===== src/rtl/shared_two_stack_memory_assert.svh =====
// ----------------------------------------------------------------------------
// Assertion macros for the shared two-stack memory
// Immediate-implication and next-cycle-implication checks, disabled in reset.
// ----------------------------------------------------------------------------
`ifndef SHARED_TWO_STACK_MEMORY_ASSERT_SVH
`define SHARED_TWO_STACK_MEMORY_ASSERT_SVH

// The consequent must hold in the same cycle as the antecedent.
`define STSM_CHECK(label, clk, rst_n, ante, cons, msg) \
    label: assert property (@(posedge clk) disable iff (!rst_n) (ante) |-> (cons)) \
        else $error(msg);

// The consequent must hold in the cycle after the antecedent.
`define STSM_NEXT(label, clk, rst_n, ante, cons, msg) \
    label: assert property (@(posedge clk) disable iff (!rst_n) (ante) |=> (cons)) \
        else $error(msg);

`endif


===== src/rtl/stsm_pkg.sv =====
// ----------------------------------------------------------------------------
// stsm_pkg
// Shared types and codes for the two-stack memory controller and datapath.
// ----------------------------------------------------------------------------
`default_nettype none

package stsm_pkg;

    localparam int REQ_W  = 2;
    localparam int STAT_W = 2;
    localparam int IO_W   = 32;
    localparam int FREE_W = 5;

    localparam logic [REQ_W-1:0] REQ_PUSH = 2'd0;
    localparam logic [REQ_W-1:0] REQ_POP  = 2'd1;
    localparam logic [REQ_W-1:0] REQ_PEEK = 2'd2;

    localparam logic [STAT_W-1:0] STAT_DONE  = 2'd0;
    localparam logic [STAT_W-1:0] STAT_FULL  = 2'd1;
    localparam logic [STAT_W-1:0] STAT_EMPTY = 2'd2;

    typedef enum logic [1:0] {
        ST_IDLE,
        ST_CHECK,
        ST_REPLY
    } t_state;

    typedef struct packed {
        logic load;   // capture the incoming request
        logic exec;   // evaluate the request, update pointers and memory
        logic reply;  // present the result
    } t_cmd;

endpackage

`default_nettype wire


===== src/rtl/shared_two_stack_memory.sv =====
// ----------------------------------------------------------------------------
// shared_two_stack_memory
// Two LIFO stacks in one memory, the lower growing up and the upper down.
// ----------------------------------------------------------------------------
// A request (push, pop or peek on one stack) is taken when start is high and
// busy is low. A request first checks the counts and accesses the single-port
// memory, then its result sits on the o_ ports with o_valid high. The result
// is shown for one cycle only and cannot be stalled; a new request may be
// started in that same cycle, so the block can take a new request while the
// last result is still shown. Stack words read only after they were pushed.
// ----------------------------------------------------------------------------
`default_nettype none

module shared_two_stack_memory #(
    parameter int DEPTH      = 16,
    parameter int DATA_WIDTH = 32
) (
    input  wire logic                               i_clk,
    input  wire logic                               i_rst_n,
    input  wire logic                               start,
    output logic                                    busy,
    input  wire logic [stsm_pkg::REQ_W-1:0]         i_req_type,
    input  wire logic                               i_stack_sel,
    input  wire logic signed [stsm_pkg::IO_W-1:0]   i_push_value,
    output logic                                    o_valid,
    output logic [stsm_pkg::STAT_W-1:0]             o_status,
    output logic signed [stsm_pkg::IO_W-1:0]        o_read_value,
    output logic [stsm_pkg::FREE_W-1:0]             o_free_space,
    output logic                                    o_lower_empty,
    output logic                                    o_upper_empty
);

    stsm_pkg::t_cmd cmd;

    stsm_ctrl u_ctrl (
        .i_clk   (i_clk),
        .i_rst_n (i_rst_n),
        .start   (start),
        .busy    (busy),
        .o_valid (o_valid),
        .o_cmd   (cmd)
    );

    stsm_datapath #(
        .DEPTH      (DEPTH),
        .DATA_WIDTH (DATA_WIDTH)
    ) u_datapath (
        .i_clk         (i_clk),
        .i_rst_n       (i_rst_n),
        .i_cmd         (cmd),
        .i_req_type    (i_req_type),
        .i_stack_sel   (i_stack_sel),
        .i_push_value  (i_push_value),
        .o_status      (o_status),
        .o_read_value  (o_read_value),
        .o_free_space  (o_free_space),
        .o_lower_empty (o_lower_empty),
        .o_upper_empty (o_upper_empty)
    );

endmodule

`default_nettype wire


===== src/rtl/stsm_ctrl.sv =====
// ----------------------------------------------------------------------------
// stsm_ctrl
// Request sequencer: accept, execute, reply.
// ----------------------------------------------------------------------------
`default_nettype none
`include "shared_two_stack_memory_assert.svh"

module stsm_ctrl (
    input  wire logic          i_clk,
    input  wire logic          i_rst_n,
    input  wire logic          start,
    output logic               busy,
    output logic               o_valid,
    output stsm_pkg::t_cmd     o_cmd
);

    stsm_pkg::t_state r_state;
    stsm_pkg::t_state n_state;

    always_ff @(posedge i_clk) begin
        if (!i_rst_n) begin
            r_state <= stsm_pkg::ST_IDLE;
        end else begin
            r_state <= n_state;
        end
    end

    always_comb begin
        n_state = r_state;
        case (r_state)
            stsm_pkg::ST_IDLE: begin
                if (start) begin
                    n_state = stsm_pkg::ST_CHECK;
                end
            end
            stsm_pkg::ST_CHECK: begin
                n_state = stsm_pkg::ST_REPLY;
            end
            stsm_pkg::ST_REPLY: begin
                // A new request may be taken while the result is on the ports.
                if (start) begin
                    n_state = stsm_pkg::ST_CHECK;
                end else begin
                    n_state = stsm_pkg::ST_IDLE;
                end
            end
            default: begin
                n_state = stsm_pkg::ST_IDLE;
            end
        endcase
    end

    always_comb begin
        busy        = 1'b0;
        o_valid     = 1'b0;
        o_cmd.load  = 1'b0;
        o_cmd.exec  = 1'b0;
        o_cmd.reply = 1'b0;
        case (r_state)
            stsm_pkg::ST_IDLE: begin
                o_cmd.load = start;
            end
            stsm_pkg::ST_CHECK: begin
                busy       = 1'b1;
                o_cmd.exec = 1'b1;
            end
            stsm_pkg::ST_REPLY: begin
                o_valid     = 1'b1;
                o_cmd.reply = 1'b1;
                o_cmd.load  = start;
            end
            default: begin
                busy = 1'b0;
            end
        endcase
    end

    `STSM_NEXT(a_check_then_reply, i_clk, i_rst_n, r_state == stsm_pkg::ST_CHECK, r_state == stsm_pkg::ST_REPLY, "execute cycle not followed by reply")
    `STSM_CHECK(a_reply_after_check, i_clk, i_rst_n, r_state == stsm_pkg::ST_REPLY, $past(r_state) == stsm_pkg::ST_CHECK, "reply without a preceding execute cycle")

endmodule

`default_nettype wire


===== src/rtl/stsm_datapath.sv =====
// ----------------------------------------------------------------------------
// stsm_datapath
// Shared word memory, the two stack counts and the result registers.
// ----------------------------------------------------------------------------
`default_nettype none
`include "shared_two_stack_memory_assert.svh"

module stsm_datapath #(
    parameter int DEPTH      = 16,
    parameter int DATA_WIDTH = 32
) (
    input  wire logic                               i_clk,
    input  wire logic                               i_rst_n,
    input  wire stsm_pkg::t_cmd                     i_cmd,
    input  wire logic [stsm_pkg::REQ_W-1:0]         i_req_type,
    input  wire logic                               i_stack_sel,
    input  wire logic signed [stsm_pkg::IO_W-1:0]   i_push_value,
    output logic [stsm_pkg::STAT_W-1:0]             o_status,
    output logic signed [stsm_pkg::IO_W-1:0]        o_read_value,
    output logic [stsm_pkg::FREE_W-1:0]             o_free_space,
    output logic                                    o_lower_empty,
    output logic                                    o_upper_empty
);

    localparam int AW = (DEPTH > 1) ? $clog2(DEPTH) : 1;
    localparam int CW = $clog2(DEPTH + 1);

    logic signed [DATA_WIDTH-1:0] r_mem [DEPTH];
    logic signed [DATA_WIDTH-1:0] r_mem_q;

    logic [stsm_pkg::REQ_W-1:0]   r_req_type;
    logic                         r_stack_sel;
    logic [DATA_WIDTH-1:0]        r_word;
    logic [CW-1:0]                r_lower_count;
    logic [CW-1:0]                r_upper_count;
    logic [stsm_pkg::STAT_W-1:0]  r_status;
    logic                         r_rd_hit;

    logic [stsm_pkg::STAT_W-1:0]  n_status;
    logic signed [63:0]           push_ext;
    logic signed [63:0]           rd_ext;
    logic [CW-1:0]                used;
    logic [CW-1:0]                free_words;
    logic [CW-1:0]                sel_count;
    logic                         is_push;
    logic                         is_pop;
    logic                         is_read;
    logic                         full;
    logic                         wr_en;
    logic                         rd_en;
    logic [CW-1:0]                waddr_full;
    logic [CW-1:0]                raddr_full;
    logic [AW-1:0]                waddr;
    logic [AW-1:0]                raddr;

    assign push_ext   = 64'(i_push_value);
    assign used       = r_lower_count + r_upper_count;
    assign free_words = CW'(DEPTH) - used;
    assign sel_count  = r_stack_sel ? r_upper_count : r_lower_count;
    assign is_push    = (r_req_type == stsm_pkg::REQ_PUSH);
    assign is_pop     = (r_req_type == stsm_pkg::REQ_POP);
    assign is_read    = is_pop || (r_req_type == stsm_pkg::REQ_PEEK);
    assign full       = (used >= CW'(DEPTH));
    assign wr_en      = i_cmd.exec && is_push && !full;
    assign rd_en      = i_cmd.exec && is_read && (sel_count != '0);

    // The upper stack grows down from the top word.
    assign waddr_full = r_stack_sel ? (CW'(DEPTH - 1) - r_upper_count) : r_lower_count;
    assign raddr_full = r_stack_sel ? (CW'(DEPTH) - r_upper_count) : (r_lower_count - 1'b1);
    assign waddr      = waddr_full[AW-1:0];
    assign raddr      = raddr_full[AW-1:0];

    always_comb begin
        n_status = stsm_pkg::STAT_DONE;
        if (is_push && full) begin
            n_status = stsm_pkg::STAT_FULL;
        end else if (is_read && (sel_count == '0)) begin
            n_status = stsm_pkg::STAT_EMPTY;
        end
    end

    always_ff @(posedge i_clk) begin
        if (wr_en) begin
            r_mem[waddr] <= signed'(r_word);
        end
        if (rd_en) begin
            r_mem_q <= r_mem[raddr];
        end
    end

    always_ff @(posedge i_clk) begin
        if (i_cmd.load) begin
            r_req_type  <= i_req_type;
            r_stack_sel <= i_stack_sel;
            r_word      <= push_ext[DATA_WIDTH-1:0];
        end
        if (i_cmd.exec) begin
            r_status <= n_status;
            r_rd_hit <= rd_en;
        end
    end

    always_ff @(posedge i_clk) begin
        if (!i_rst_n) begin
            r_lower_count <= '0;
            r_upper_count <= '0;
        end else if (wr_en) begin
            if (r_stack_sel) begin
                r_upper_count <= r_upper_count + 1'b1;
            end else begin
                r_lower_count <= r_lower_count + 1'b1;
            end
        end else if (rd_en && is_pop) begin
            if (r_stack_sel) begin
                r_upper_count <= r_upper_count - 1'b1;
            end else begin
                r_lower_count <= r_lower_count - 1'b1;
            end
        end
    end

    assign rd_ext        = 64'(r_mem_q);
    assign o_status      = r_status;
    assign o_read_value  = r_rd_hit ? $signed(rd_ext[stsm_pkg::IO_W-1:0]) : '0;
    assign o_free_space  = stsm_pkg::FREE_W'(free_words);
    assign o_lower_empty = (r_lower_count == '0);
    assign o_upper_empty = (r_upper_count == '0);

    `STSM_CHECK(a_used_bound, i_clk, i_rst_n, 1'b1, used <= CW'(DEPTH), "stacks hold more words than the memory")
    `STSM_NEXT(a_refused_hold, i_clk, i_rst_n, i_cmd.exec && (n_status != stsm_pkg::STAT_DONE), $stable(r_lower_count) && $stable(r_upper_count), "refused request changed a stack count")

endmodule

`default_nettype wire

===== config.mk =====
export PLATFORM = sky130hd
export DESIGN_NAME = shared_two_stack_memory
export DESIGN_NICKNAME = d
export VERILOG_FILES = /design/src/rtl/stsm_pkg.sv /design/src/rtl/shared_two_stack_memory.sv /design/src/rtl/stsm_ctrl.sv /design/src/rtl/stsm_datapath.sv
export VERILOG_INCLUDE_DIRS = /design/src /design/src/rtl
export SDC_FILE = /design/constraint.sdc
export NUM_CORES = 1
export LEC_CHECK = 0
export BUFFER_PORTS_ARGS = -buffer_cell sky130_fd_sc_hd__buf_2
export CAP_MARGIN = 0
export CELL_PAD_IN_SITES_DETAIL_PLACEMENT = 0
export CELL_PAD_IN_SITES_GLOBAL_PLACEMENT = 1
export CORE_AREA = 5 5 213 215
export CTS_CLUSTER_DIAMETER = 150
export DETAILED_ROUTE_END_ITERATION = 12
export DIE_AREA = 0 0 218 220
export PLACE_DENSITY = 0.83
export REMOVE_ABC_BUFFERS = 1
export SLEW_MARGIN = 20
export SYNTH_ARGS = -nofsm -noshare
export SYNTH_HDL_FRONTEND = slang
export SYNTH_SLANG_ARGS = --single-unit

===== constraint.sdc =====
create_clock -name i_clk -period 5.45 [get_ports i_clk]
set_input_delay 0.8175 -clock i_clk [delete_from_list [all_inputs] [get_ports i_clk]]
set_output_delay 0.8175 -clock i_clk [all_outputs]
set_load 0.005 [all_outputs]

# Word level (Yosys, flattened, before mapping)
# Memories as Yosys holds them, arrays and structs flattened. A register that Yosys moved wholly into a read port is not among the register bits.
# Cells that the tools add are included.
# totals
reg_bits,50
ram_bits,512
inputBits,38
elab_cells,64
n_memories,1
# op_classes
addsub,8
n_lt_le_gt_ge,1
n_eq_ne,5
mux,21
bitwise,1
reduce_logical,19
# memory_table
name,depth,width,read_ports,rd_ports_with_merged_regs,wr,line_no,rtl
u_datapath.r_mem,16,32,1,1,1,stsm_datapath.sv:28,logic signed [DATA_WIDTH-1:0] r_mem [DEPTH];
# op_table
cell,n
$mux W5,9
$mux W32,1
$logic_not A5 Y1,3
$add A5 B1 Y5 const B,2
$sub A5 B1 Y5 const B,2
$mux W4,2
$logic_and A1 B1 Y1,7
$mux W1,6
$pmux W2 S3,1
$add A5 B5 Y5,1
$ge A5 B5 Y1 const B,1
$reduce_bool A5 Y1,1
$sub A5 B5 Y5 const A,1
$eq A2 B1 Y1 const B,2
$eq A2 B2 Y1 const B,2
$logic_not A2 Y1,2
$mux W2,2
$reduce_and A2 Y1,2
$sub A1 B4 Y4 const A,1
$sub A4 B4 Y4 const A,1
$ne A2 B2 Y1 const B,1
$reduce_bool A2 Y1,1
$reduce_or A2 Y1,1
$logic_not A1 Y1,1
2 further kinds,2

# Longest topological paths before layout
# Gate-level depths: netlist of run 1.
# logic_depth
word_depth,7
mapped_depth,17

# Hierarchy
# A second synthesis of run 1 with hierarchy kept.
# unflattened
hier_cells,1105
area_unflattened_um2,23197.2
# by_module_without_submodules
module,n_inst,cells_per_inst,area_each_um2,seq_area_each_um2
stsm_datapath,1,1096,23105.9,17677.0
stsm_ctrl,1,9,91.3,40.0

# Least setup slack after synthesis of run 1
# Ideal clock, no wire load.
# synth_path
path_kind,flip-flop to flip-flop
start,register u_datapath.r_lower_count[0]
end,"memory u_datapath.r_mem[5][0], enable pin"
setup_time_ns,0.421
arrival_ns,3.766
required_ns,5.029
slack_ns,1.263
path_stages_with_launch,12
n_path_buf,1
cell_sequence,dfxtp_1 > ha_1 > inv_1 > fa_1 > nand2b_1 > a21oi_2 > xnor2_2 > ha_1 > a211oi_4 > buf_6 > o21ai_0 > nor2_1
# synth_between
elab_chain_len,6
word_cells_on_any_way,7
# synth_lines
element,line_no,rtl
from (decl),stsm_datapath.sv:34,logic [CW-1:0] r_lower_count;
from (signal assigned),stsm_datapath.sv:111,r_lower_count <= r_lower_count + 1'b1;
from (signal assigned),stsm_datapath.sv:117,r_lower_count <= r_lower_count - 1'b1;
$add A5 B5 Y5,stsm_datapath.sv:57,assign used = r_lower_count + r_upper_count;
$ge A5 B5 Y1,stsm_datapath.sv:63,assign full = (used >= CW'(DEPTH));
$logic_not A1 Y1,stsm_datapath.sv:64,assign wr_en = i_cmd.exec && is_push && !full;
$logic_and A1 B1 Y1,stsm_datapath.sv:64,
$mux W1,stsm_datapath.sv:83,if (wr_en) begin
$mux W1 (implied by the code),stsm_datapath.sv:84,r_mem[waddr] <= signed'(r_word);
to (decl),stsm_datapath.sv:28,
# Parallel ways exist; a longest one is shown, timed or not.

# Worst setup path after layout of run 1
# layout_path
start,register u_datapath.r_upper_count[0]
end,"memory u_datapath.r_mem[1][19], enable pin"
# layout_between
elab_chain_len,6
word_cells_on_any_way,8
# layout_lines
element,line_no,rtl
from (decl),stsm_datapath.sv:35,logic [CW-1:0] r_upper_count;
from (signal assigned),stsm_datapath.sv:109,r_upper_count <= r_upper_count + 1'b1;
from (signal assigned),stsm_datapath.sv:115,r_upper_count <= r_upper_count - 1'b1;
$add A5 B5 Y5,stsm_datapath.sv:57,
$ge A5 B5 Y1,stsm_datapath.sv:63,
$logic_not A1 Y1,stsm_datapath.sv:64,
$logic_and A1 B1 Y1,stsm_datapath.sv:64,
$mux W1,stsm_datapath.sv:83,
$mux W1 (implied by the code),stsm_datapath.sv:84,
# Parallel ways exist; a longest one is shown, timed or not.

==> impl_metrics.sql, run 1 <==
INSERT INTO impl_metrics (metric_group, metric, value, unit) VALUES
('timing', 'timing.final.crit_share', '0.790', ''),
('synthesis', 'yosysWarningCount', '0', ''),
('clock_tree', 'cts_tree', 'built', ''),
('setup_path', 'worstSetupPathType', 'reg -> reg', ''),
('floorplan', 'die-width', '218', 'µm'),
('placed_design', 'count_of_input_and_output_buffers', '80', ''),
('finish', 'mostFrequentLayoutCell', 'sky130_fd_sc_hd__edfxtp_1', ''),
('clock_tree', 'clk_pin_slew_worst_paths', '0.06', 'ns'),
('drt', 'wl_per_cell', '25.8', 'µm'),
('min_path', 'hold_end', 'u_datapath.r_word[22]$_DFFE_PP_', ''),
('min_path', 'holdCritPathClass', 'in -> reg', ''),
('synthesis', 'synth-compound-area-share', '0.0257', ''),
('timing', 'unrepaired_setup_endpoints_after_global_routing', 'no', ''),
('power_and_ir_drop', 'p_leak', '8.55', 'nW'),
('power_and_ir_drop', 'power_density', '363', 'nW/µm²'),
('setup_path', 'worstPathBufferInverterCount', '2', ''),
('run', 'drv.max_cap_violation_count', '0', ''),
('synthesis', 'synth.area.top_cells', 'sky130_fd_sc_hd__edfxtp_1 (76%), sky130_fd_sc_hd__mux4_2 (12%), sky130_fd_sc_hd__mux2i_1 (1.7%)', ''),
('drt', 'detail_route.wirelength', '47.9', 'mm'),
('outcome', 'status', 'finished clean', ''),
('synthesis', 'synth-edff-count', '582', ''),
('synthesis', 'netlist.area_leader.share', '0.756', ''),
('synthesis', 'synth-xor-area-share', '0.00633', ''),
('setup_path', 'start_kind', 'flop', ''),
('finish', 'final-instance-count-excl-fill', '1861', ''),
('finish', 'post_route_cells_drive_above_1_share', '0.282', ''),
('min_path', 'hp_start', 'i_push_value[22]', ''),
('timing', 'setup_viol_count_final', '0', ''),
('drt', 'routed_via_count', '10900', ''),
('synthesis', 'netlist-cell-type-count', '49', ''),
('placed_design', 'dpl.hpwl', '28.4', 'mm'),
('synthesis', 'avgSynthCellArea', '21.0', 'µm²'),
('floorplan', 'rows', '77', ''),
('drt', 'drtAntennaViolNets', '0', ''),
('synthesis', 'dominant_combinational_cell_family_by_area_after_synthesis', 'multiplexers', ''),
('setup_path', 'critical_path.startpoint', 'u_datapath.r_upper_count[0]$_SDFFE_PN0P_', ''),
('setup_path', 'critical_path.cell_chain', 'ha_1 -> inv_1 -> fa_1 -> nand2b_1 -> a21oi_2 -> xnor2_2 -> ha_1 -> a211oi_4 -> nand2_1 -> nor2_4 -> buf_4', ''),
('timing', 'post_route_skew', '0.0145', 'ns'),
('setup_path', 'worst_path_largest_cell_delay', '0.75', 'ns'),
('placed_design', 'numPlacedInstances', '1752', ''),
('floorplan', 'num_io_pins', '81', ''),
('clock_tree', 'cts_hold_buffers', '0', ''),
('synthesis', 'yosysTopAreaCell', 'sky130_fd_sc_hd__edfxtp_1', ''),
('setup_path', 'timing.critical_path.required', '5.76', 'ns'),
('finish', 'nNetsFinal', '1275', ''),
('synthesis', 'part_of_the_yosys_area_used_for_sequential_elements', '0.766', ''),
('floorplan', 'floorplan.initialDensity', '0.531', ''),
('timing', 'finalHoldViolCount', '0', ''),
('global_routing', 'global_route_wire_length_before_repair', '72.0', 'mm'),
('setup_path', 'crit_family', 'simple AND/OR/NAND/NOR gates', ''),
('clock_tree', 'root_buffer', 'sky130_fd_sc_hd__clkbuf_16', ''),
('power_and_ir_drop', 'ir_worst_vdd', '0.278', 'mV'),
('finish', 'antenna_cells', '0', ''),
('clock_tree', 'worstSkewPairLatency', '0.61', 'ns'),
('global_routing', 'grt_use_total', '0.204', ''),
('clock_tree', 'cts-htree-levels', '2', ''),
('synthesis', 'synthCells', '1099', ''),
('timing', 'finalWorstSetupSlack', '1.15', 'ns'),
('floorplan', 'design.die.area', '48000', 'µm²'),
('setup_path', 'critPathArrivalTime', '4.62', 'ns'),
('timing', 'timing_worst_slew_pin_value', '1.03', 'ns'),
('setup_path', 'worstPathMaxFanout', '24', ''),
('clock_tree', 'max-clock-path-buffers', '3', ''),
('finish', 'post-route-util', '0.605', ''),
('setup_path', 'worst-r2r-cell-count', '11', ''),
('clock_tree', 'total_cts_buffers', '58', ''),
('synthesis', 'simple_gate_portion_of_the_synthesized_area', '0.0364', ''),
('synthesis', 'synth.cell_area', '23100', 'µm²'),
('global_routing', 'pin_count_of_the_biggest_net_entering_global_routing', '97', ''),
('clock_tree', 'numClockSinks', '594', ''),
('synthesis', 'post_synth_mux_area_share', '0.142', '');
==> Yosys cell counts (all sizes together), types with 4 or more instances <==
cell / n
nor2b: 39
inv: 11
and2: 41
and3: 4
mux4: 128
mux2i: 40
a211oi: 33
clkbuf: 24
ha: 15
nor2: 29
edfxtp: 582
xnor2: 13
nand2: 13
dfxtp: 12
o21ai: 8
a21oi: 41
buf: 32
==> metrics by stage <==
step | TNS, ns | hold WS [ns] | power (mW) | area [µm²]
2_1_floorplan | -1150.83 | 0.472 | 5.67 | 22900
3_3_place_gp | 0 | 0.517 | 5.80 | 24500
3_5_place_dp | 0 | 0.562 | 5.82 | 24500
4_1_cts | 0 | 0.348 | 9.64 | 26300
5_1_grt | 0 | 0.362 | 9.90 | 26300
6_report | 0 | 0.384 | 9.57 | 26300
==> metal layers <==
metal / routed length (µm) / up-vias / track usage
li1: - / 4731 / -
met1: 20600 / 5672 / 0.301
met2: 22800 / 416 / 0.315
met3: 3810 / 57 / 0.0474
met4: 801 / 0 / 0.0494
met5: 0 / - / 0
==> cells by family after synthesis <==
| logic type | after synthesis |
|---|---|
| buf+inv | 67 |
| mux | 168 |
| xor+xnor | 15 |
| fa+ha+maj | 17 |
| flops | 594 |
| compound gates | 91 |
| simple gates | 147 |
==> sequential cells by signal, indices dropped and copies added (netlist names) <==
signal / count
u_ctrl.r_state: 2
u_datapath.o_status: 2
u_datapath.r_lower_count: 5
u_datapath.r_mem: 512
u_datapath.r_mem_q: 32
u_datapath.r_rd_hit: 1
u_datapath.r_req_type: 2
u_datapath.r_stack_sel: 1
u_datapath.r_upper_count: 5
u_datapath.r_word: 32
==> worst reg2reg max path, stage by stage (launching register included) <==
cell                       delay [ns]
sky130_fd_sc_hd__dfxtp_1         0.50
sky130_fd_sc_hd__ha_1            0.22
sky130_fd_sc_hd__inv_1           0.06
sky130_fd_sc_hd__fa_1            0.42
sky130_fd_sc_hd__nand2b_1        0.18
sky130_fd_sc_hd__a21oi_2         0.16
sky130_fd_sc_hd__xnor2_2         0.12
sky130_fd_sc_hd__ha_1            0.25
sky130_fd_sc_hd__a211oi_4        0.61
sky130_fd_sc_hd__nand2_1         0.44
sky130_fd_sc_hd__nor2_4          0.76
sky130_fd_sc_hd__buf_4           0.30
==> area by class of cell <==
class                   count  area [µm²]  area share
clock buffers              76        1580      0.0601
clock inverters            33         254     0.00965
inverters                  11        41.3     0.00157
multi-input cells         438        5270       0.200
flip-flops and latches    594       17700       0.673
well taps                 592         741      0.0281
repair buffers            117         723      0.0275
==> power by group <==
part	internal, mW	leakage (nW)	switching (mW)
sequential	5.07	5.35	0.0779
clock	2.22	0.905	1.63
combinational	0.254	2.30	0.317
total	7.54	8.55	2.02
==> how the worst max path moves through the flow <==
stage / to / cells past startpoint / slack [ns]
after CTS: u_datapath.r_mem[1][19]$_DFFE_PP_ / 11 / 1.10
after global routing: u_datapath.r_mem[1][2]$_DFFE_PP_ / 11 / 0.84
final: u_datapath.r_mem[1][19]$_DFFE_PP_ / 11 / 1.15
after global placement: u_datapath.r_mem[1][19]$_DFFE_PP_ / 11 / 1.23
after detailed placement: u_datapath.r_mem[1][8]$_DFFE_PP_ / 11 / 1.13
after floorplan: u_datapath.r_mem[5][0]$_DFFE_PP_ / 4 / -4.07
No activity file was read; power rests on OpenSTA's default activity.
==> run 2, diff against run 1 <==
Settings changed: ABC_AREA set to 1, CORE_AREA 5 5 213 215 to 5 5 231 233, DIE_AREA 0 0 218 220 to 0 0 236 238, PLACE_DENSITY 0.83 to 0.8.
Clock period 5.45 ns to 3.5 ns, I/O delays scaled along.
==> run 2 against run 1 <==
Largest power group unchanged. Flip-flop and latch count stayed put. Area after synthesis is 2.3% higher. Clock skew is 0.0041 ns higher. Setup slack worse by 0.81 ns. Count of clock-buffer cells in the layout is 3 lower. Largest cell class unchanged. Non-clock buffer count is 21 higher. Hold slack worse by 0.31 ns. Via count is 32% higher. Combinational power is 89% higher. Cell area is 2.9% higher.
==> impl_metrics.sql, run 2 <==
INSERT INTO impl_metrics (metric_group, metric, value, unit) VALUES
('placed_design', 'dpl.hpwl', '32.1', 'mm'),
('clock_tree', 'root_buffer', 'sky130_fd_sc_hd__clkbuf_16', ''),
('synthesis', 'avgSynthCellArea', '13.8', 'µm²'),
('synthesis', 'netlist.area_leader.share', '0.739', ''),
('global_routing', 'grt_use_met1', '0.283', ''),
('drt', 'dr.first_iter.drc_count', '1539', ''),
('timing', 'post_route_skew', '0.0187', 'ns'),
('finish', 'post-route-util', '0.531', ''),
('finish', 'top_regs', 'u_datapath.r_mem x512, u_datapath.r_mem_q x32, u_datapath.r_word x32', ''),
('setup_path', 'worstSetupPathType', 'reg -> reg', ''),
('floorplan', 'design.die.area', '56200', 'µm²'),
('clock_tree', 'post_cts_buffers', '0', ''),
('finish', 'largest_register_ff_count', '512', ''),
('setup_path', 'kind_of_end_point_of_the_critical_path', 'flop', ''),
('setup_path', 'worstPathMaxFanout', '7', ''),
('finish', 'mostFrequentLayoutCell', 'sky130_fd_sc_hd__edfxtp_1', ''),
('timing', 'max-slew-margin-rel', '0.330', ''),
('setup_path', 'timing.critical_path.required', '4.01', 'ns'),
('finish', 'nNetsFinal', '1866', ''),
('timing', 'final_max_slew_viol_count', '0', ''),
('global_routing', 'grt_remaining_overflow', '0', ''),
('floorplan', 'floorplan.initialDensity', '0.464', ''),
('run', 'drv.max_cap_violation_count', '0', ''),
('power_and_ir_drop', 'ir_worst_vdd', '0.409', 'mV'),
('drt', 'drt_first_pass_iters', '5', ''),
('global_routing', 'grt_antenna_before_repair', '1', ''),
('timing', 'finalHoldViolCount', '0', ''),
('floorplan', 'chipHeight', '238', 'µm'),
('timing', 'setup_total_negative_slack', '0', 'ns'),
('drt', 'detail_route.drc_violations', '0', ''),
('placed_design', 'globalplace.congestion', '0.819', ''),
('clock_tree', 'cts_hold_buffers', '0', ''),
('synthesis', 'synth.area.top_cells', 'sky130_fd_sc_hd__edfxtp_1 (74%), sky130_fd_sc_hd__o21ai_0 (4.7%), sky130_fd_sc_hd__nor2_1 (4.6%)', ''),
('global_routing', 'grt_use_total', '0.197', ''),
('global_routing', 'grt_pass1_vias', '14300', ''),
('timing', 'timing_worst_slew_pin_value', '1.00', 'ns'),
('drt', 'routed_via_count', '14400', ''),
('synthesis', 'yosysTopAreaCell', 'sky130_fd_sc_hd__edfxtp_1', ''),
('power_and_ir_drop', 'p_leak', '9.15', 'nW'),
('finish', 'most-common-layout-cells', 'sky130_fd_sc_hd__edfxtp_1 (582), sky130_fd_sc_hd__nor2_1 (270), sky130_fd_sc_hd__o21ai_0 (220)', ''),
('clock_tree', 'max-clock-path-buffers', '3', ''),
('clock_tree', 'worstSkewPairLatency', '0.62', 'ns'),
('finish', 'antenna_cells', '0', ''),
('floorplan', 'rows', '83', ''),
('clock_tree', 'total_cts_buffers', '61', ''),
('finish', 'n_fill_cell', '4121', ''),
('synthesis', 'synth.cell_area', '23700', 'µm²'),
('synthesis', 'synthTopCellsByCount', 'sky130_fd_sc_hd__edfxtp_1 (582), sky130_fd_sc_hd__nor2_1 (288), sky130_fd_sc_hd__o21ai_0 (220)', ''),
('global_routing', 'global_route.usage.met3', '0.0354', ''),
('synthesis', 'synthArstFlopShare', '0', ''),
('setup_path', 'slowest_stage', 'sky130_fd_sc_hd__fa_1', ''),
('synthesis', 'yosysMostFrequentCell', 'sky130_fd_sc_hd__edfxtp_1', ''),
('outcome', 'status', 'finished clean', ''),
('synthesis', 'part_of_the_yosys_area_used_for_sequential_elements', '0.749', ''),
('floorplan', 'die-width', '236', 'µm'),
('power_and_ir_drop', 'power_density', '565', 'nW/µm²'),
('finish', 'largest-register', 'u_datapath.r_mem', ''),
('drt', 'drtAntennaViolNets', '0', ''),
('synthesis', 'netlist-cell-type-count', '39', ''),
('synthesis', 'synthCells', '1718', ''),
('setup_path', 'worst_path_largest_cell_delay', '0.52', 'ns'),
('clock_tree', 'post_cts.resized_instances', '0', ''),
('synthesis', 'yosys_register_bits', '594', ''),
('placed_design', 'count_of_input_and_output_buffers', '80', ''),
('floorplan', 'num_io_pins', '81', ''),
('global_routing', 'grt.busiest_layer', 'met2', ''),
('clock_tree', 'cts_tree', 'built', ''),
('setup_path', 'critPathArrivalTime', '3.68', 'ns'),
('drt', 'detail_route.wirelength', '56.7', 'mm'),
('timing', 'post-route-min-period', '3.17', 'ns'),
('synthesis', 'yosysWarningCount', '0', ''),
('floorplan', 'floorplan.core_area', '51000', 'µm²'),
('clock_tree', 'clk_pin_slew_worst_paths', '0.06', 'ns'),
('finish', 'post_route_cells_drive_above_1_share', '0.149', ''),
('min_path', 'holdCritPathClass', 'in -> reg', ''),
('clock_tree', 'numClockSinks', '594', ''),
('timing', 'fmax', '316', 'MHz'),
('timing', 'setup_viol_count_final', '0', ''),
('timing', 'timing.final.crit_share', '0.905', ''),
('global_routing', 'pin_count_of_the_biggest_net_entering_global_routing', '177', ''),
('clock_tree', 'cts-htree-levels', '2', ''),
('drt', 'wl_per_cell', '22.3', 'µm'),
('drt', 'detail_route.vias_per_cell', '5.66', ''),
('setup_path', 'start_kind', 'flop', ''),
('placed_design', 'numPlacedInstances', '2428', ''),
('finish', 'area_growth_from_synthesis_to_final_layout', '14.5', '%'),
('power_and_ir_drop', 'report.power.total', '15.3', 'mW'),
('timing', 'unrepaired_setup_endpoints_after_global_routing', 'no', ''),
('synthesis', 'synth_top_flop_cell', 'sky130_fd_sc_hd__edfxtp_1', ''),
('setup_path', 'critical_path.cell_chain', 'inv_1 -> fa_1 -> ha_1 -> nor3b_1 -> ha_1 -> inv_1 -> nand3_4 -> ha_1 -> a21o_1 -> a31oi_1 -> nand4_1 -> nand2_1 -> inv_1 -> a21oi_1 -> nor2_1', ''),
('synthesis', 'synth-edff-count', '582', ''),
('global_routing', 'use_met2', '0.318', ''),
('timing', 'worst_hold_slack', '0.0762', 'ns'),
('finish', 'final-instance-count-excl-fill', '2537', ''),
('global_routing', 'global_route_wire_length_before_repair', '86.0', 'mm');
[run 2: critical path, delay by kind of cell, from the launching register on]
kind	cells	cell delay (ns)
adders and majority gates	4	1.28
buffers and inverters	3	0.33
DFF	1	0.45
AOI/OAI and AO/OA	3	0.47
and+or+nand+nor	5	0.54
[run 2: cell type report]
cell class                 instances  area [µm²]  share of cell area
clock buffer                      73        1570              0.0580
clock inverter                    36         325              0.0120
inverter                          73         282              0.0104
multi-input combinational        943        5180               0.191
sequential                       594       17700               0.654
tap                              680         851              0.0314
timing repair buffer             138        1160              0.0429
[run 2: kinds of logic (layout without fill, tap and decap cells)]
logic type	Yosys count	count (layout)	share of synthesized area
and+or+nand+nor	460	460	0.0790
adders and majority gates	17	17	0.00962
AOI/OAI and AO/OA	453	453	0.118
xor gates and xnor gates	13	13	0.00513
DFF	594	594	0.749
buffers and inverters	181	320	0.0391
[run 2: report_power, final]
part	leakage (nW)	total, mW	switching [mW]	internal (mW)
Sequential	5.36	8.01	0.116	7.89
Combinational	2.88	1.08	0.750	0.331
Clock	0.914	6.21	2.65	3.56
[run 2: layer usage]
layer  part of all wire  vias up  wire length (µm)
met2               0.47      584             26700
met5            0.00023        -                13
li1                   -     6608                 -
met1               0.43     7093             24200
met4              0.016        2               886
met3              0.086       73              4890
[run 2: stage by stage]
step	cell area (µm²)	worst slack (ns)
after floorplan	23000	-1.45
final	27100	0.332
after detailed placement	25200	0.112
after CTS	27100	0.107
after global routing	27100	0.0495
after global placement	25200	0.219
[run 2: path summary, 6_finish.rpt]
kind                                                  from                                  endpoint  slack [ns]  depth (start not counted)
setup / recovery  u_datapath.r_lower_count[1]$_SDFFE_PN0P_  u_datapath.r_upper_count[4]$_SDFFE_PN0P_        0.33                         15
hold / removal                             i_push_value[0]            u_datapath.r_word[0]$_DFFE_PP_        0.08                          1
setup reg to reg  u_datapath.r_lower_count[1]$_SDFFE_PN0P_  u_datapath.r_upper_count[4]$_SDFFE_PN0P_        0.33                         15
hold reg to reg   u_datapath.r_lower_count[4]$_SDFFE_PN0P_  u_datapath.r_lower_count[4]$_SDFFE_PN0P_        0.49                          2
==> run 3, diff against run 2 <==
Settings changed: CORE_AREA 5 5 231 233 to 5 5 250 252, DIE_AREA 0 0 236 238 to 0 0 255 257, PLACE_DENSITY 0.8 to 0.71.
==> run 3 against run 2 <==
Maximum frequency decreased by 5.8%. Routed wire length increased by 2.3%. Cell area increased by 1.5%. Clock skew increased by 0.0084 ns. First-iteration DRC count decreased by 6.2%. Combinational power about the same. Critical path depth decreased by 3. Critical path type unchanged. Critical endpoint is now u_datapath.r_mem[6][18]$_DFFE_PP_. Highest routed layer unchanged.
==> impl_metrics.sql, run 3 (synthesis results as in run 2) <==
INSERT INTO impl_metrics (metric_group, metric, value, unit) VALUES
('outcome', 'status', 'finished clean', ''),
('clock_tree', 'cts-htree-levels', '2', ''),
('setup_path', 'r2r_setup_slack', '0.14', 'ns'),
('timing', 'timing.final.crit_share', '0.961', ''),
('clock_tree', 'worstSkewPairLatency', '0.62', 'ns'),
('drt', 'routed_via_count', '14400', ''),
('drt', 'drtAntennaViolNets', '0', ''),
('floorplan', 'rows', '90', ''),
('setup_path', 'slowest_stage', 'sky130_fd_sc_hd__fa_1', ''),
('finish', 'area_growth_from_synthesis_to_final_layout', '16.2', '%'),
('drt', 'drt_first_pass_iters', '7', ''),
('clock_tree', 'total_cts_buffers', '60', ''),
('timing', 'post-route-min-period', '3.36', 'ns'),
('finish', 'top_regs', 'u_datapath.r_mem x512, u_datapath.r_mem_q x32, u_datapath.r_word x32', ''),
('floorplan', 'die-width', '255', 'µm'),
('drt', 'detail_route.drc_violations', '0', ''),
('placed_design', 'count_of_input_and_output_buffers', '80', ''),
('setup_path', 'kind_of_end_point_of_the_critical_path', 'flop', ''),
('run', 'drv.max_cap_violation_count', '0', ''),
('floorplan', 'num_io_pins', '81', ''),
('timing', 'unrepaired_setup_endpoints_after_global_routing', 'yes', ''),
('setup_path', 'start_kind', 'flop', ''),
('timing', 'post_route_skew', '0.0270', 'ns'),
('finish', 'largest_register_ff_count', '512', ''),
('timing', 'setup_viol_count_final', '0', ''),
('setup_path', 'worst_path_largest_cell_delay', '0.50', 'ns'),
('clock_tree', 'cts_tree', 'built', ''),
('timing', 'max-slew-margin-rel', '0.525', ''),
('global_routing', 'grt_remaining_overflow', '0', ''),
('finish', 'mostFrequentLayoutCell', 'sky130_fd_sc_hd__edfxtp_1', ''),
('power_and_ir_drop', 'report.power.total', '15.8', 'mW'),
('power_and_ir_drop', 'p_leak', '9.30', 'nW'),
('setup_path', 'timing.critical_path.required', '3.79', 'ns'),
('finish', 'final-instance-count-excl-fill', '2654', ''),
('drt', 'detail_route.wirelength', '58.0', 'mm'),
('clock_tree', 'numClockSinks', '594', ''),
('global_routing', 'grt_antenna_before_repair', '2', ''),
('setup_path', 'worstSetupPathType', 'reg -> reg', ''),
('drt', 'detail_route.vias_per_cell', '5.43', ''),
('finish', 'nNetsFinal', '1874', ''),
('floorplan', 'chipHeight', '257', 'µm'),
('floorplan', 'design.die.area', '65500', 'µm²'),
('min_path', 'hp_start', 'i_push_value[26]', ''),
('drt', 'dr.first_iter.drc_count', '1444', ''),
('setup_path', 'worst_r2r_startpoint', 'u_datapath.r_lower_count[0]$_SDFFE_PN0P_', ''),
('placed_design', 'dpl.hpwl', '34.4', 'mm'),
('floorplan', 'floorplan.core_area', '59900', 'µm²'),
('floorplan', 'floorplan.initialDensity', '0.395', ''),
('setup_path', 'worstPathMaxFanout', '15', ''),
('min_path', 'holdCritPathClass', 'in -> reg', ''),
('placed_design', 'numPlacedInstances', '2539', ''),
('setup_path', 'critical_path.startpoint', 'u_datapath.r_lower_count[0]$_SDFFE_PN0P_', ''),
('power_and_ir_drop', 'power_density', '574', 'nW/µm²'),
('global_routing', 'pin_count_of_the_biggest_net_entering_global_routing', '129', ''),
('clock_tree', 'cts_hold_buffers', '0', ''),
('finish', 'post_route_cells_drive_above_1_share', '0.158', ''),
('timing', 'finalHoldViolCount', '0', ''),
('timing', 'timing_worst_slew_pin_value', '0.712', 'ns'),
('global_routing', 'grt_pass1_vias', '14300', ''),
('setup_path', 'critical_path.cell_chain', 'ha_1 -> inv_1 -> fa_1 -> ha_1 -> nor3b_1 -> ha_1 -> inv_1 -> nand3_4 -> inv_2 -> nand3_1 -> nor2_4 -> buf_4', ''),
('timing', 'fmax', '297', 'MHz'),
('timing', 'worst_hold_slack', '0.0757', 'ns'),
('finish', 'largest-register', 'u_datapath.r_mem', ''),
('setup_path', 'critPathArrivalTime', '3.65', 'ns'),
('setup_path', 'crit_top_cell', 'sky130_fd_sc_hd__ha_1', ''),
('clock_tree', 'root_buffer', 'sky130_fd_sc_hd__clkbuf_16', ''),
('global_routing', 'global_route_wire_length_before_repair', '87.6', 'mm'),
('power_and_ir_drop', 'ir_worst_vdd', '0.380', 'mV'),
('drt', 'wl_per_cell', '21.9', 'µm'),
('placed_design', 'globalplace.congestion', '0.826', ''),
('clock_tree', 'max-clock-path-buffers', '3', ''),
('clock_tree', 'post_cts.resized_instances', '0', ''),
('global_routing', 'grt_use_total', '0.174', ''),
('finish', 'most-common-layout-cells', 'sky130_fd_sc_hd__edfxtp_1 (582), sky130_fd_sc_hd__nor2_1 (270), sky130_fd_sc_hd__o21ai_0 (220)', ''),
('clock_tree', 'clk_pin_slew_worst_paths', '0.06', 'ns'),
('timing', 'final_max_slew_viol_count', '0', ''),
('clock_tree', 'post_cts_buffers', '0', '');
[run 3: cell types whose count changed in the layout (fill, tap and decap cells not counted), sizes merged]
cell      previous run  this run
inv                 76        75
clkinvlp             5         4
buf                138       147
diode                0         1
clkbuf              73        69
bufinv               5        10
clkinv              23        29
[run 3: worst paths after layout]
check	to	cells past startpoint
worst max register to register	u_datapath.r_mem[6][18]$_DFFE_PP_	12
worst min register to register	u_datapath.r_lower_count[4]$_SDFFE_PN0P_	2
worst max-delay path	u_datapath.r_mem[6][18]$_DFFE_PP_	12
worst min-delay path	u_datapath.r_word[26]$_DFFE_PP_	1
[run 3: area by class of cell]
type,count,area (µm²)
clock inverters,45,499
inverters,73,282
repair buffers,147,1280
fillers,5231,32400
well taps,782,978
flip-flops and latches,594,17700
diodes,1,2.50
clock buffers,69,1560
multi-input cells,943,5180
[run 3: worst max-delay path, delay by kind of cell (launching register included)]
| family | cells | cell delay (ns) |
|---|---|---|
| simple gates | 4 | 0.83 |
| fa+ha+maj | 4 | 1.15 |
| buf+inv | 4 | 0.65 |
| flops | 1 | 0.38 |
[run 3: per-stage QoR]
step	cell area [µm²]	setup TNS [ns]	setup slack [ns]	util
after floorplan	23000	-528.55	-1.45	-
after global placement	25400	0	0.226	0.425
after detailed placement	25400	0	0.0939	0.425
after CTS	27500	0	0.0684	0.459
after global routing	27500	-0.0488	-0.00661	0.459
final	27500	0	0.135	0.459
[run 3: per-layer routing]
| layer | up-vias | track usage | wire length (µm) |
|---|---|---|---|
| met4 | 2 | 0.0460 | 1280 |
| met2 | 512 | 0.266 | 26400 |
| met1 | 7179 | 0.259 | 26300 |
| li1 | 6630 | - | - |
| met5 | - | 0 | 7 |
| met3 | 86 | 0.0305 | 4100 |
[run 3: power by group]
group          switching, mW  internal [mW]  leakage (nW)
sequential             0.125           7.89          5.36
combinational          0.763          0.348          2.94
clock                   2.71           3.93          1.00
